`src/design/wildcard_subscription_matcher_assert.svh`:
```
// ----------------------------------------------------------------------------
// wildcard subscription matcher assertion macros
// Shared concurrent assertion wrappers for the matcher RTL.
// ----------------------------------------------------------------------------
`ifndef WILDCARD_SUBSCRIPTION_MATCHER_ASSERT_SVH
`define WILDCARD_SUBSCRIPTION_MATCHER_ASSERT_SVH

// assertion on an explicit clock and active-low reset
`define WSM_ASSERT_CLK(label, clk, rst_n, prop, msg) \
    label: assert property (@(posedge clk) disable iff (!rst_n) prop) else $error(msg);

// assertion on the module's own i_clk and i_rst_n
`define WSM_ASSERT(label, prop, msg) \
    `WSM_ASSERT_CLK(label, i_clk, i_rst_n, prop, msg)

`endif

```
`src/design/wsm_pkg.sv`:
```
// ----------------------------------------------------------------------------
// wsm_pkg
// Types and constants shared by the matcher controller, datapath and top.
// ----------------------------------------------------------------------------
package wsm_pkg;

    localparam int KEY_W    = 8;
    localparam int SUB_W    = 8;
    localparam int STATUS_W = 3;
    localparam int ENTRY_W  = 4 * KEY_W + SUB_W;

    typedef enum logic [STATUS_W-1:0] {
        ST_REGISTERED = 3'd0,
        ST_MATCH      = 3'd1,
        ST_NO_MATCH   = 3'd2,
        ST_FULL       = 3'd3,
        ST_NULL_SUB   = 3'd4
    } t_status;

    typedef enum logic {
        OP_REGISTER = 1'b0,
        OP_MATCH    = 1'b1
    } t_opcode;

    // first member sits in the top bits, so type_key lands in bits 7:0
    typedef struct packed {
        logic [SUB_W-1:0] subscriber_id;
        logic [KEY_W-1:0] room_key;
        logic [KEY_W-1:0] floor_key;
        logic [KEY_W-1:0] building_key;
        logic [KEY_W-1:0] type_key;
    } t_entry;

    typedef enum logic [1:0] {
        S_IDLE,
        S_REG,
        S_SCAN,
        S_FINISH
    } t_state;

    typedef struct packed {
        logic capture;
        logic do_reg;
        logic scan_start;
        logic scan_en;
        logic finish;
    } t_cmd;

    typedef struct packed {
        logic out_free;
        logic scan_done;
    } t_stat;

endpackage

```
`src/design/wildcard_subscription_matcher.sv`:
```
// ----------------------------------------------------------------------------
// wildcard_subscription_matcher
// Subscription table with wildcard key matching: register items append
// entries, match items stream out every fitting subscriber in insertion order.
// ----------------------------------------------------------------------------
//  channel   dir  tdata                                      tuser        tlast
//  s_axis    in   type, building, floor, room, subscriber    opcode       -
//  m_axis    out  matched_subscriber                         status       last
//
//  register item: result loaded into the output register from S_REG once it is free
//  match item: table scan, then the final result loaded from S_FINISH; one table
//    entry read per cycle from the single read port of the entry memory, unless
//    the scan is held while a result waits on m_axis
//  the next item can be accepted in the cycle after the final result is loaded
//  synchronous active-low reset clears the fill count; the table needs no clear
//  m_axis_tready low holds the scan only when a second fit is ready to go out
// ----------------------------------------------------------------------------
module wildcard_subscription_matcher #(
    parameter int TABLE_DEPTH = 32
) (
    input  logic        i_clk,
    input  logic        i_rst_n,
    input  logic        s_axis_tvalid,
    output logic        s_axis_tready,
    // [7:0] type_key, [15:8] building_key, [23:16] floor_key,
    // [31:24] room_key, [39:32] subscriber_id
    input  logic [39:0] s_axis_tdata,
    // [0] opcode
    input  logic        s_axis_tuser,
    output logic        m_axis_tvalid,
    input  logic        m_axis_tready,
    // [7:0] matched_subscriber
    output logic [7:0]  m_axis_tdata,
    // [2:0] status
    output logic [2:0]  m_axis_tuser,
    output logic        m_axis_tlast
);
    import wsm_pkg::*;

    t_cmd  cmd;
    t_stat stat;

    wsm_ctrl u_ctrl (
        .i_clk      (i_clk),
        .i_rst_n    (i_rst_n),
        .i_in_valid (s_axis_tvalid),
        .i_in_op    (s_axis_tuser),
        .o_in_ready (s_axis_tready),
        .i_stat     (stat),
        .o_cmd      (cmd)
    );

    wsm_dp #(
        .TABLE_DEPTH (TABLE_DEPTH)
    ) u_dp (
        .i_clk        (i_clk),
        .i_rst_n      (i_rst_n),
        .i_in_data    (s_axis_tdata),
        .i_cmd        (cmd),
        .o_stat       (stat),
        .i_out_ready  (m_axis_tready),
        .o_out_valid  (m_axis_tvalid),
        .o_out_status (m_axis_tuser),
        .o_out_sub    (m_axis_tdata),
        .o_out_last   (m_axis_tlast)
    );

endmodule

```
`src/design/wsm_ctrl.sv`:
```
// ----------------------------------------------------------------------------
// wsm_ctrl
// Sequencer for the matcher: takes an item, then runs a register step or a
// table scan followed by the closing result.
// ----------------------------------------------------------------------------
module wsm_ctrl (
    input  logic          i_clk,
    input  logic          i_rst_n,
    input  logic          i_in_valid,
    input  logic          i_in_op,
    output logic          o_in_ready,
    input  wsm_pkg::t_stat i_stat,
    output wsm_pkg::t_cmd  o_cmd
);
    import wsm_pkg::*;

    t_state r_state;
    t_state n_state;

    always_ff @(posedge i_clk) begin
        if (!i_rst_n) begin
            r_state <= S_IDLE;
        end else begin
            r_state <= n_state;
        end
    end

    always_comb begin
        n_state    = r_state;
        o_cmd      = '0;
        o_in_ready = 1'b0;
        case (r_state)
            S_IDLE: begin
                o_in_ready = 1'b1;
                if (i_in_valid) begin
                    o_cmd.capture = 1'b1;
                    if (t_opcode'(i_in_op) == OP_MATCH) begin
                        o_cmd.scan_start = 1'b1;
                        n_state          = S_SCAN;
                    end else begin
                        n_state = S_REG;
                    end
                end
            end
            S_REG: begin
                o_cmd.do_reg = 1'b1;
                if (i_stat.out_free) begin
                    n_state = S_IDLE;
                end
            end
            S_SCAN: begin
                o_cmd.scan_en = 1'b1;
                if (i_stat.scan_done) begin
                    n_state = S_FINISH;
                end
            end
            S_FINISH: begin
                o_cmd.finish = 1'b1;
                if (i_stat.out_free) begin
                    n_state = S_IDLE;
                end
            end
            default: begin
                n_state = S_IDLE;
            end
        endcase
    end

endmodule

```
`src/design/wsm_dp.sv`:
```
// ----------------------------------------------------------------------------
// wsm_dp
// Entry table memory, fill count, scan pipeline (read, compare, hold one
// pending fit) and the result output register.
// ----------------------------------------------------------------------------
`include "wildcard_subscription_matcher_assert.svh"

module wsm_dp #(
    parameter int TABLE_DEPTH = 32
) (
    input  logic                          i_clk,
    input  logic                          i_rst_n,
    input  logic [wsm_pkg::ENTRY_W-1:0]   i_in_data,
    input  wsm_pkg::t_cmd                 i_cmd,
    output wsm_pkg::t_stat                o_stat,
    input  logic                          i_out_ready,
    output logic                          o_out_valid,
    output logic [wsm_pkg::STATUS_W-1:0]  o_out_status,
    output logic [wsm_pkg::SUB_W-1:0]     o_out_sub,
    output logic                          o_out_last
);
    import wsm_pkg::*;

    localparam int AW = (TABLE_DEPTH > 1) ? $clog2(TABLE_DEPTH) : 1;
    localparam int CW = $clog2(TABLE_DEPTH + 1);

    t_entry mem [TABLE_DEPTH];

    t_entry             r_ev;
    logic [CW-1:0]      r_count;
    logic [CW-1:0]      r_addr;
    logic               r_cmp_vld;
    t_entry             r_rd;
    logic               r_pend_vld;
    logic [SUB_W-1:0]   r_pend_sub;
    logic               r_out_vld;
    t_status            r_out_status;
    logic [SUB_W-1:0]   r_out_sub;
    logic               r_out_last;

    logic               n_out_vld;
    t_status            n_out_status;
    logic [SUB_W-1:0]   n_out_sub;
    logic               n_out_last;

    logic out_free;
    logic issue;
    logic fit;
    logic step;
    logic scan_emit;
    logic is_null;
    logic is_full;
    logic reg_done;
    logic mem_we;
    logic fin_done;

    always_comb begin
        out_free = !r_out_vld || i_out_ready;
        // a stored key of zero is a wildcard
        fit = r_cmp_vld
            && (r_rd.type_key     == '0 || r_rd.type_key     == r_ev.type_key)
            && (r_rd.building_key == '0 || r_rd.building_key == r_ev.building_key)
            && (r_rd.floor_key    == '0 || r_rd.floor_key    == r_ev.floor_key)
            && (r_rd.room_key     == '0 || r_rd.room_key     == r_ev.room_key);
        // the held fit goes out when a newer one shows up; stall if output busy
        step      = !(fit && r_pend_vld && !out_free);
        issue     = i_cmd.scan_en && step && (r_addr < r_count);
        scan_emit = i_cmd.scan_en && fit && r_pend_vld && out_free;
        is_null   = (r_ev.subscriber_id == '0);
        is_full   = (r_count >= CW'(TABLE_DEPTH));
        reg_done  = i_cmd.do_reg && out_free;
        mem_we    = reg_done && !is_null && !is_full;
        fin_done  = i_cmd.finish && out_free;
    end

    always_comb begin
        n_out_vld    = r_out_vld && !i_out_ready;
        n_out_status = r_out_status;
        n_out_sub    = r_out_sub;
        n_out_last   = r_out_last;
        if (reg_done) begin
            n_out_vld    = 1'b1;
            n_out_sub    = '0;
            n_out_last   = 1'b1;
            if (is_null) begin
                n_out_status = ST_NULL_SUB;
            end else if (is_full) begin
                n_out_status = ST_FULL;
            end else begin
                n_out_status = ST_REGISTERED;
            end
        end else if (scan_emit) begin
            n_out_vld    = 1'b1;
            n_out_status = ST_MATCH;
            n_out_sub    = r_pend_sub;
            n_out_last   = 1'b0;
        end else if (fin_done) begin
            n_out_vld  = 1'b1;
            n_out_last = 1'b1;
            if (r_pend_vld) begin
                n_out_status = ST_MATCH;
                n_out_sub    = r_pend_sub;
            end else begin
                n_out_status = ST_NO_MATCH;
                n_out_sub    = '0;
            end
        end
    end

    always_ff @(posedge i_clk) begin
        if (!i_rst_n) begin
            r_count    <= '0;
            r_addr     <= '0;
            r_cmp_vld  <= 1'b0;
            r_pend_vld <= 1'b0;
            r_out_vld  <= 1'b0;
        end else begin
            r_out_vld <= n_out_vld;
            if (mem_we) begin
                r_count <= r_count + CW'(1);
            end
            if (i_cmd.scan_start) begin
                r_addr     <= '0;
                r_cmp_vld  <= 1'b0;
                r_pend_vld <= 1'b0;
            end else if (i_cmd.scan_en && step) begin
                r_cmp_vld <= issue;
                if (issue) begin
                    r_addr <= r_addr + CW'(1);
                end
                if (fit) begin
                    r_pend_vld <= 1'b1;
                end
            end
        end
    end

    always_ff @(posedge i_clk) begin
        if (i_cmd.capture) begin
            r_ev <= t_entry'(i_in_data);
        end
        if (i_cmd.scan_en && step && fit) begin
            r_pend_sub <= r_rd.subscriber_id;
        end
        r_out_status <= n_out_status;
        r_out_sub    <= n_out_sub;
        r_out_last   <= n_out_last;
    end

    // entry table: one write port, one registered read port
    always_ff @(posedge i_clk) begin
        if (mem_we) begin
            mem[r_count[AW-1:0]] <= r_ev;
        end
    end

    always_ff @(posedge i_clk) begin
        if (issue) begin
            r_rd <= mem[r_addr[AW-1:0]];
        end
    end

    assign o_stat.out_free  = out_free;
    assign o_stat.scan_done = (r_addr == r_count) && !r_cmp_vld;

    assign o_out_valid  = r_out_vld;
    assign o_out_status = r_out_status;
    assign o_out_sub    = r_out_sub;
    assign o_out_last   = r_out_last;

    `WSM_ASSERT(a_count_bound, r_count <= CW'(TABLE_DEPTH), "entry count beyond table depth")
    `WSM_ASSERT(a_read_in_range, issue |-> (r_addr < r_count), "scan read past stored entries")
    `WSM_ASSERT(a_emit_not_last, scan_emit |=> (r_out_vld && r_out_status == ST_MATCH && !r_out_last), "mid-scan result malformed")
    `WSM_ASSERT(a_write_grows, mem_we |=> (r_count == $past(r_count) + CW'(1)), "table write without count growth")

endmodule

```
`config.mk`:
```
export PLATFORM = sky130hd
export DESIGN_NAME = wildcard_subscription_matcher
export DESIGN_NICKNAME = d
export VERILOG_FILES = /design/src/design/wsm_pkg.sv /design/src/design/wildcard_subscription_matcher.sv /design/src/design/wsm_ctrl.sv /design/src/design/wsm_dp.sv
export VERILOG_INCLUDE_DIRS = /design/src /design/src/design
export SDC_FILE = /design/constraint.sdc
export NUM_CORES = 2
export LEC_CHECK = 0
export BUFFER_PORTS_ARGS = -buffer_cell sky130_fd_sc_hd__buf_2
export CORE_MARGIN = 5
export CORE_UTILIZATION = 40
export DETAILED_ROUTE_END_ITERATION = 16
export PLACE_DENSITY_LB_ADDON = 0.2
export SLEW_MARGIN = 20
export SYNTH_ARGS = -nofsm -noshare
export SYNTH_HDL_FRONTEND = slang
export SYNTH_SLANG_ARGS = --single-unit
export TNS_END_PERCENT = 50
```
`constraint.sdc`:
```
create_clock -name i_clk -period 5.21 [get_ports i_clk]
set_clock_uncertainty 0.2 [all_clocks]
set_input_delay 1.042 -clock i_clk [delete_from_list [all_inputs] [get_ports i_clk]]
set_output_delay 1.042 -clock i_clk [all_outputs]
set_load 0.005 [all_outputs]
```
Word-level counts from Yosys, hierarchy flattened
Memories as Yosys holds them, arrays and structs flattened. A register that Yosys moved wholly into a read port is not among the register bits.
Cells that the tools add are included.
Word-level totals
  logic and storage cells: 105
  memories: 1
  flip-flop bits (word level): 77
  bits of input ports: 45
  bits in writable memories: 1280
Operators by class
  bitwise gates (word level): 1
  magnitude comparators: 2
  $add $sub $neg: 2
  equality and inequality tests: 11
  reductions and logical operators: 43
  mux-type cells: 30
Memory list
  u_dp.mem: depth 32, bits a word 40, read ports 1, clocked after Yosys merged registers in 1, write ports 1, line wsm_dp.sv:27  | t_entry mem [TABLE_DEPTH];
Operators by type and width (number)
  zero test 8 bit: 5
  equality test 8 bit: 4
  two-way mux 8 bit: 3
  logical AND 1 bit: 18
  two-way mux 1 bit: 16
  adder 6 x 1 -> 6 bit, second input constant: 2
  two-way mux 2 bit: 6
  two-way mux 3 bit: 4
  zero test 1 bit: 7
  equality test 6 bit: 1
  >= comparator 6 bit, second input constant: 1
  less-than comparator 6 bit: 1
  case mux 2 bit (3 select lines): 1
  logical OR 1 bit: 5
  equality test 2 bit, second input constant: 2
  != test 2 bit, second input constant: 2
  AND reduction 2 bit: 2
  OR reduction 2 bit: 2
  AND reduction 3 bit: 1
  nonzero test 3 bit: 1
  equality test 2 x 1 -> 1 bit, second input constant: 1
  zero test 2 bit: 1
  != test 2 x 1 -> 1 bit, second input constant: 1
  nonzero test 2 bit: 1
  NOT 1 bit: 1

Depth between registers and ports, before layout
  depth after elaboration: 12
  mapped depth: 13
  mapped depth without buffers: 9

Hierarchy
From an unflattened synthesis, not the netlist that was laid out.
Unflattened totals
  cells, all modules: 2192
  area total of the unflattened synthesis: 53154.7 um^2
By module, submodules not included
  wsm_dp: area each 53018.3 um^2, cells each 2176, times used 1, seq. area each 41649.9 um^2
  wsm_ctrl: area each 136.4 um^2, cells each 16, times used 1, seq. area each 40.0 um^2

Worst setup path after synthesis
Ideal clock, no wire load.
  path kind: input to register
  start point: in m_axis_tready
  end point: mem u_dp.mem[15][0] (netlist name) (enable)
  library setup time: 0.439 ns
  cell stages on the path: 6
  arrival: 3.820 ns
  path slack: 0.751 ns
  required time: 4.571 ns
  cell sequence: nor2b_1 -> nand2b_1 -> clkbuf_1 -> nor4_4 -> nand2_1 -> nor2_1
Between the ends
  longest elaborated chain between the ends: 6
RTL lines
  start, declared: line wildcard_subscription_matcher.sv:31  | input logic m_axis_tready,
  logical OR 1 bit: line wsm_dp.sv:58  | out_free = !r_out_vld || i_out_ready;
  logical AND 1 bit: line wsm_dp.sv:71  | reg_done = i_cmd.do_reg && out_free;
  logical AND 1 bit (2 in a row): line wsm_dp.sv:72  | mem_we = reg_done && !is_null && !is_full;
  two-way mux 1 bit: line wsm_dp.sv:152  | if (mem_we) begin
  two-way mux 1 bit (not written as such): line wsm_dp.sv:153  | mem[r_count[AW-1:0]] <= r_ev;
  end, declared: line wsm_dp.sv:27
Every way passes these cells.

Final worst setup path
  start point: reg u_dp.r_ev[4] (netlist name)
  end point: reg, netlist name u_dp.r_rd[13]
Between the ends
  longest elaborated chain between the ends: 11
RTL lines
  start, declared: line wsm_dp.sv:29  | t_entry r_ev;
  start signal, assigned: line wsm_dp.sv:140  | r_ev <= t_entry'(i_in_data);
  equality test 8 bit: line wsm_dp.sv:61  | && (r_rd.type_key == '0 || r_rd.type_key == r_ev.type_key)
  logical OR 1 bit: line wsm_dp.sv:61
  logical AND 1 bit: line wsm_dp.sv:61
  logical AND 1 bit: line wsm_dp.sv:62  | && (r_rd.building_key == '0 || r_rd.building_key == r_ev.building_key)
  logical AND 1 bit: line wsm_dp.sv:63  | && (r_rd.floor_key == '0 || r_rd.floor_key == r_ev.floor_key)
  logical AND 1 bit: line wsm_dp.sv:64  | && (r_rd.room_key == '0 || r_rd.room_key == r_ev.room_key);
  logical AND 1 bit (2 in a row): line wsm_dp.sv:66  | step = !(fit && r_pend_vld && !out_free);
  zero test 1 bit: line wsm_dp.sv:66
  logical AND 1 bit (2 in a row): line wsm_dp.sv:67  | issue = i_cmd.scan_en && step && (r_addr < r_count);
  via u_dp.issue: line wsm_dp.sv:47  | logic issue;
The timed path passes the listed nets, and every way through them passes these cells.
A chain may end at the register's enable or synchronous reset.

==> flow_metrics.tcl <==
set metrics [dict create \
    max-cap-violations 0 \
    cts_buffers 148 \
    syn2layout_area_growth_pct 14.7 \
    ctsResizeCount 0 \
    period_needed_ns 3.95 \
    numPortBuffers 58 \
    die_w_um 374 \
    p_per_area_nw_per_um2 380 \
    clkLatencyLatePin_ns 0.75 \
    power_leakage_nw 18.2 \
    crit_chain "buf_4 -> xor2_1 -> nor4_1 -> a22oi_1 -> or4_4 -> o21ai_2 -> inv_2 -> buf_4" \
    cts_setup_buffers 0 \
    dp_slack_ns 0.997 \
    clk_path_buf_depth 3 \
    power_mw 23.1 \
    wl_per_cell_um 29.1 \
    cts.clk_slew.worst_paths_ns 0.06 \
    fin_area_um2 60800 \
    cpMostUsedCell "buf_4" \
    synthSimpleGateAreaFrac 0.0106 \
    wl_mm 124 \
    crit_path_max_incr_delay_ns 0.64 \
    yosysMostFrequentCell "edfxtp_1" \
    pwr-share-comb 0.029 \
    cts_tree "yes" \
    rsz0062_at_grt "no" \
    pwr-share-seq 0.544 \
    setup-tns-final_ns 0 \
    post-route-period-util 0.758 \
    run_status "finished, final reports clean" \
    finalNetCount 2426 \
    hpwl_mm 66.0 \
    endpoint_kind "flip-flop" \
    grt_pass1_wl_mm 178 \
    synth_top_cell_area_share 0.777 \
    grt_usage 0.177 \
    cp-start-kind "flip-flop" \
    hold_viol 0 \
    antenna_found_initial 4 \
    synth.avg_cell_area_um2 24.6 \
    swShare 0.202 \
    p_int_mw 18.4 \
    antenna_left 0 \
    tightestPinTransition_ns 1.07 \
    maxSlewHeadroom 0.286 \
    synth_flop_cell "edfxtp_1" \
    syn_area_um2 53000 \
    syn_inst 2153 \
    fin_cells 4241 \
    ir_worst_vdd_uv 250 \
    crit_arrival_ns 4.21 \
    clock_sinks 1397 \
    place_area_um2 56200 \
    synth_seq_cells 1397 \
    synth.net_count 2209 \
    ys_seq_area_frac 0.786 \
    synth_xor_area_frac 0.00595 \
    drive_gt1_frac 0.342 \
    muxShareOfSynthArea 0.179 \
    gp_congestion 0.751 \
    min-delay-path-class "reg -> reg" \
    max_freq_ghz 0.253 \
    synth_cell_type_count 47 \
    crit_type "reg -> reg" \
    synth_area_leaders "edfxtp_1 (78%), mux4_2 (17%), dfxtp_1 (0.98%)" \
    synth_fa_ha_area_frac 0.00260 \
    synth_top_family_by_area "multiplexers" \
    ios 59 \
    cts_hold_buffers 0 \
    cp_max_fo 33 \
    vias 23500 \
    place_inst 3975 \
    cts_root_buf "clkbuf_16" \
    holdWs_ns 0.221 \
    num_rows 133 \
    route.detailed.drc 0 \
    grt_max_degree 94 \
    ys_top_cells_by_count "edfxtp_1 (1371), mux4_2 (400), clkbuf_1 (56), nor2_1 (42), mux2_2 (40)" \
    crit_slowest_cell "or4_4" \
    htree_levels 4 \
    fin_util 0.462 \
    path_buf_inv 3 \
    crit_family "simple AND/OR/NAND/NOR gates" \
    synth_compound_area_frac 0.00564 \
    dr.pass1.iters 5 \
    die_y_um 374 \
    setup_ws_ns 1.26 \
    yosys.area.top_type "edfxtp_1" \
    drtIter0Drc 2457 \
    dieArea_um2 140000 \
    fp.coreArea_um2 132000 \
    grt-ovfl-total 0 \
    grt_pass1_vias 24800 \
    switchingPower_mw 4.67 \
    clock_power_share 0.426 \
    async_flop_share 0 \
    critPathRequiredTime_ns 5.47 \
    viasPerCell 5.55 \
    final-setup-viol-count 0 \
    ys_warn_count 0 \
    synth_edf_count 1371 \
    slew_violations 0 \
    start_util 0.403 \
]
## power groups by stage
stage / logic [mW] / clock network (mW) / registers (mW)
6_report: 0.678 / 9.85 / 12.6
5_1_grt: 0.737 / 10.6 / 12.6
4_1_cts: 0.695 / 10.1 / 12.6
3_5_place_dp: 0.693 / 0 / 12.8
3_3_place_gp: 0.667 / 0 / 12.8
2_1_floorplan: 0.283 / 0 / 12.9
## registers in the layout, indices dropped and copies added (netlist names)
name               cells
u_dp.r_count           6
u_dp.r_pend_sub        8
u_dp.o_out_valid       1
u_dp.r_rd             40
u_dp.r_pend_vld        1
u_dp.r_cmp_vld         1
u_dp.o_out_sub         8
u_dp.o_out_last        1
u_dp.r_ev             40
u_dp.r_addr            6
u_dp.mem            1280
u_dp.o_out_status      3
u_ctrl.r_state         2
## kinds of logic after synthesis
kind of cell / Yosys count
flip-flops: 1397
buffers and inverters: 117
AND/OR/NAND/NOR: 109
XOR/XNOR: 36
multiplexers: 441
adder cells (fa/ha/maj): 11
AO/OA/AOI/OAI: 42
## path summary, 6_finish.rpt
path | startpoint | end | slack, ns | depth (start not counted)
max | u_dp.r_ev[4] | u_dp.r_rd[13] | 1.26 | 8
max reg2reg | u_dp.r_ev[4] | u_dp.r_rd[13] | 1.26 | 8
min | u_dp.r_rd[37] | u_dp.r_pend_sub[5] | 0.22 | 0
min reg2reg | u_dp.r_rd[37] | u_dp.r_pend_sub[5] | 0.22 | 0
## cells in the final DEF, fill, tap and decap left out, types with 12 or more instances in the layout
cell type and instances:
mux2_2 40, nand3_1 12, xor2_1 32, buf_2 58, clkinv_1 28, clkbuf_1 40, buf_4 101, dfxtp_1 21
nor4_1 17, clkinv_2 26, mux4_2 400, clkbuf_16 153, nor2_4 32, inv_1 13, edfxtp_1 1371
## area by class of cell
type | instances | area (um^2)
fill | 10700 | 70900
sequential | 1397 | 41700
multi-input combinational | 639 | 11000
clock buffer | 193 | 3980
tap | 1755 | 2200
timing repair buffer | 170 | 1270
clock inverter | 72 | 549
inverter | 14 | 52.6
antenna | 1 | 2.50
## worst reg2reg max path: stages, from the launching register on
cell	delay [ns]
edfxtp_1	0.35
buf_4	0.24
xor2_1	0.21
nor4_1	0.43
a22oi_1	0.30
or4_4	0.65
o21ai_2	0.43
inv_2	0.44
buf_4	0.40
## layer usage
metal  wire, um  global-route usage
met1      53500               0.252
met2      59500               0.281
met3       8000              0.0369
met4       2570              0.0471
met5          0                   0
No activity file was read; power rests on OpenSTA's default activity.
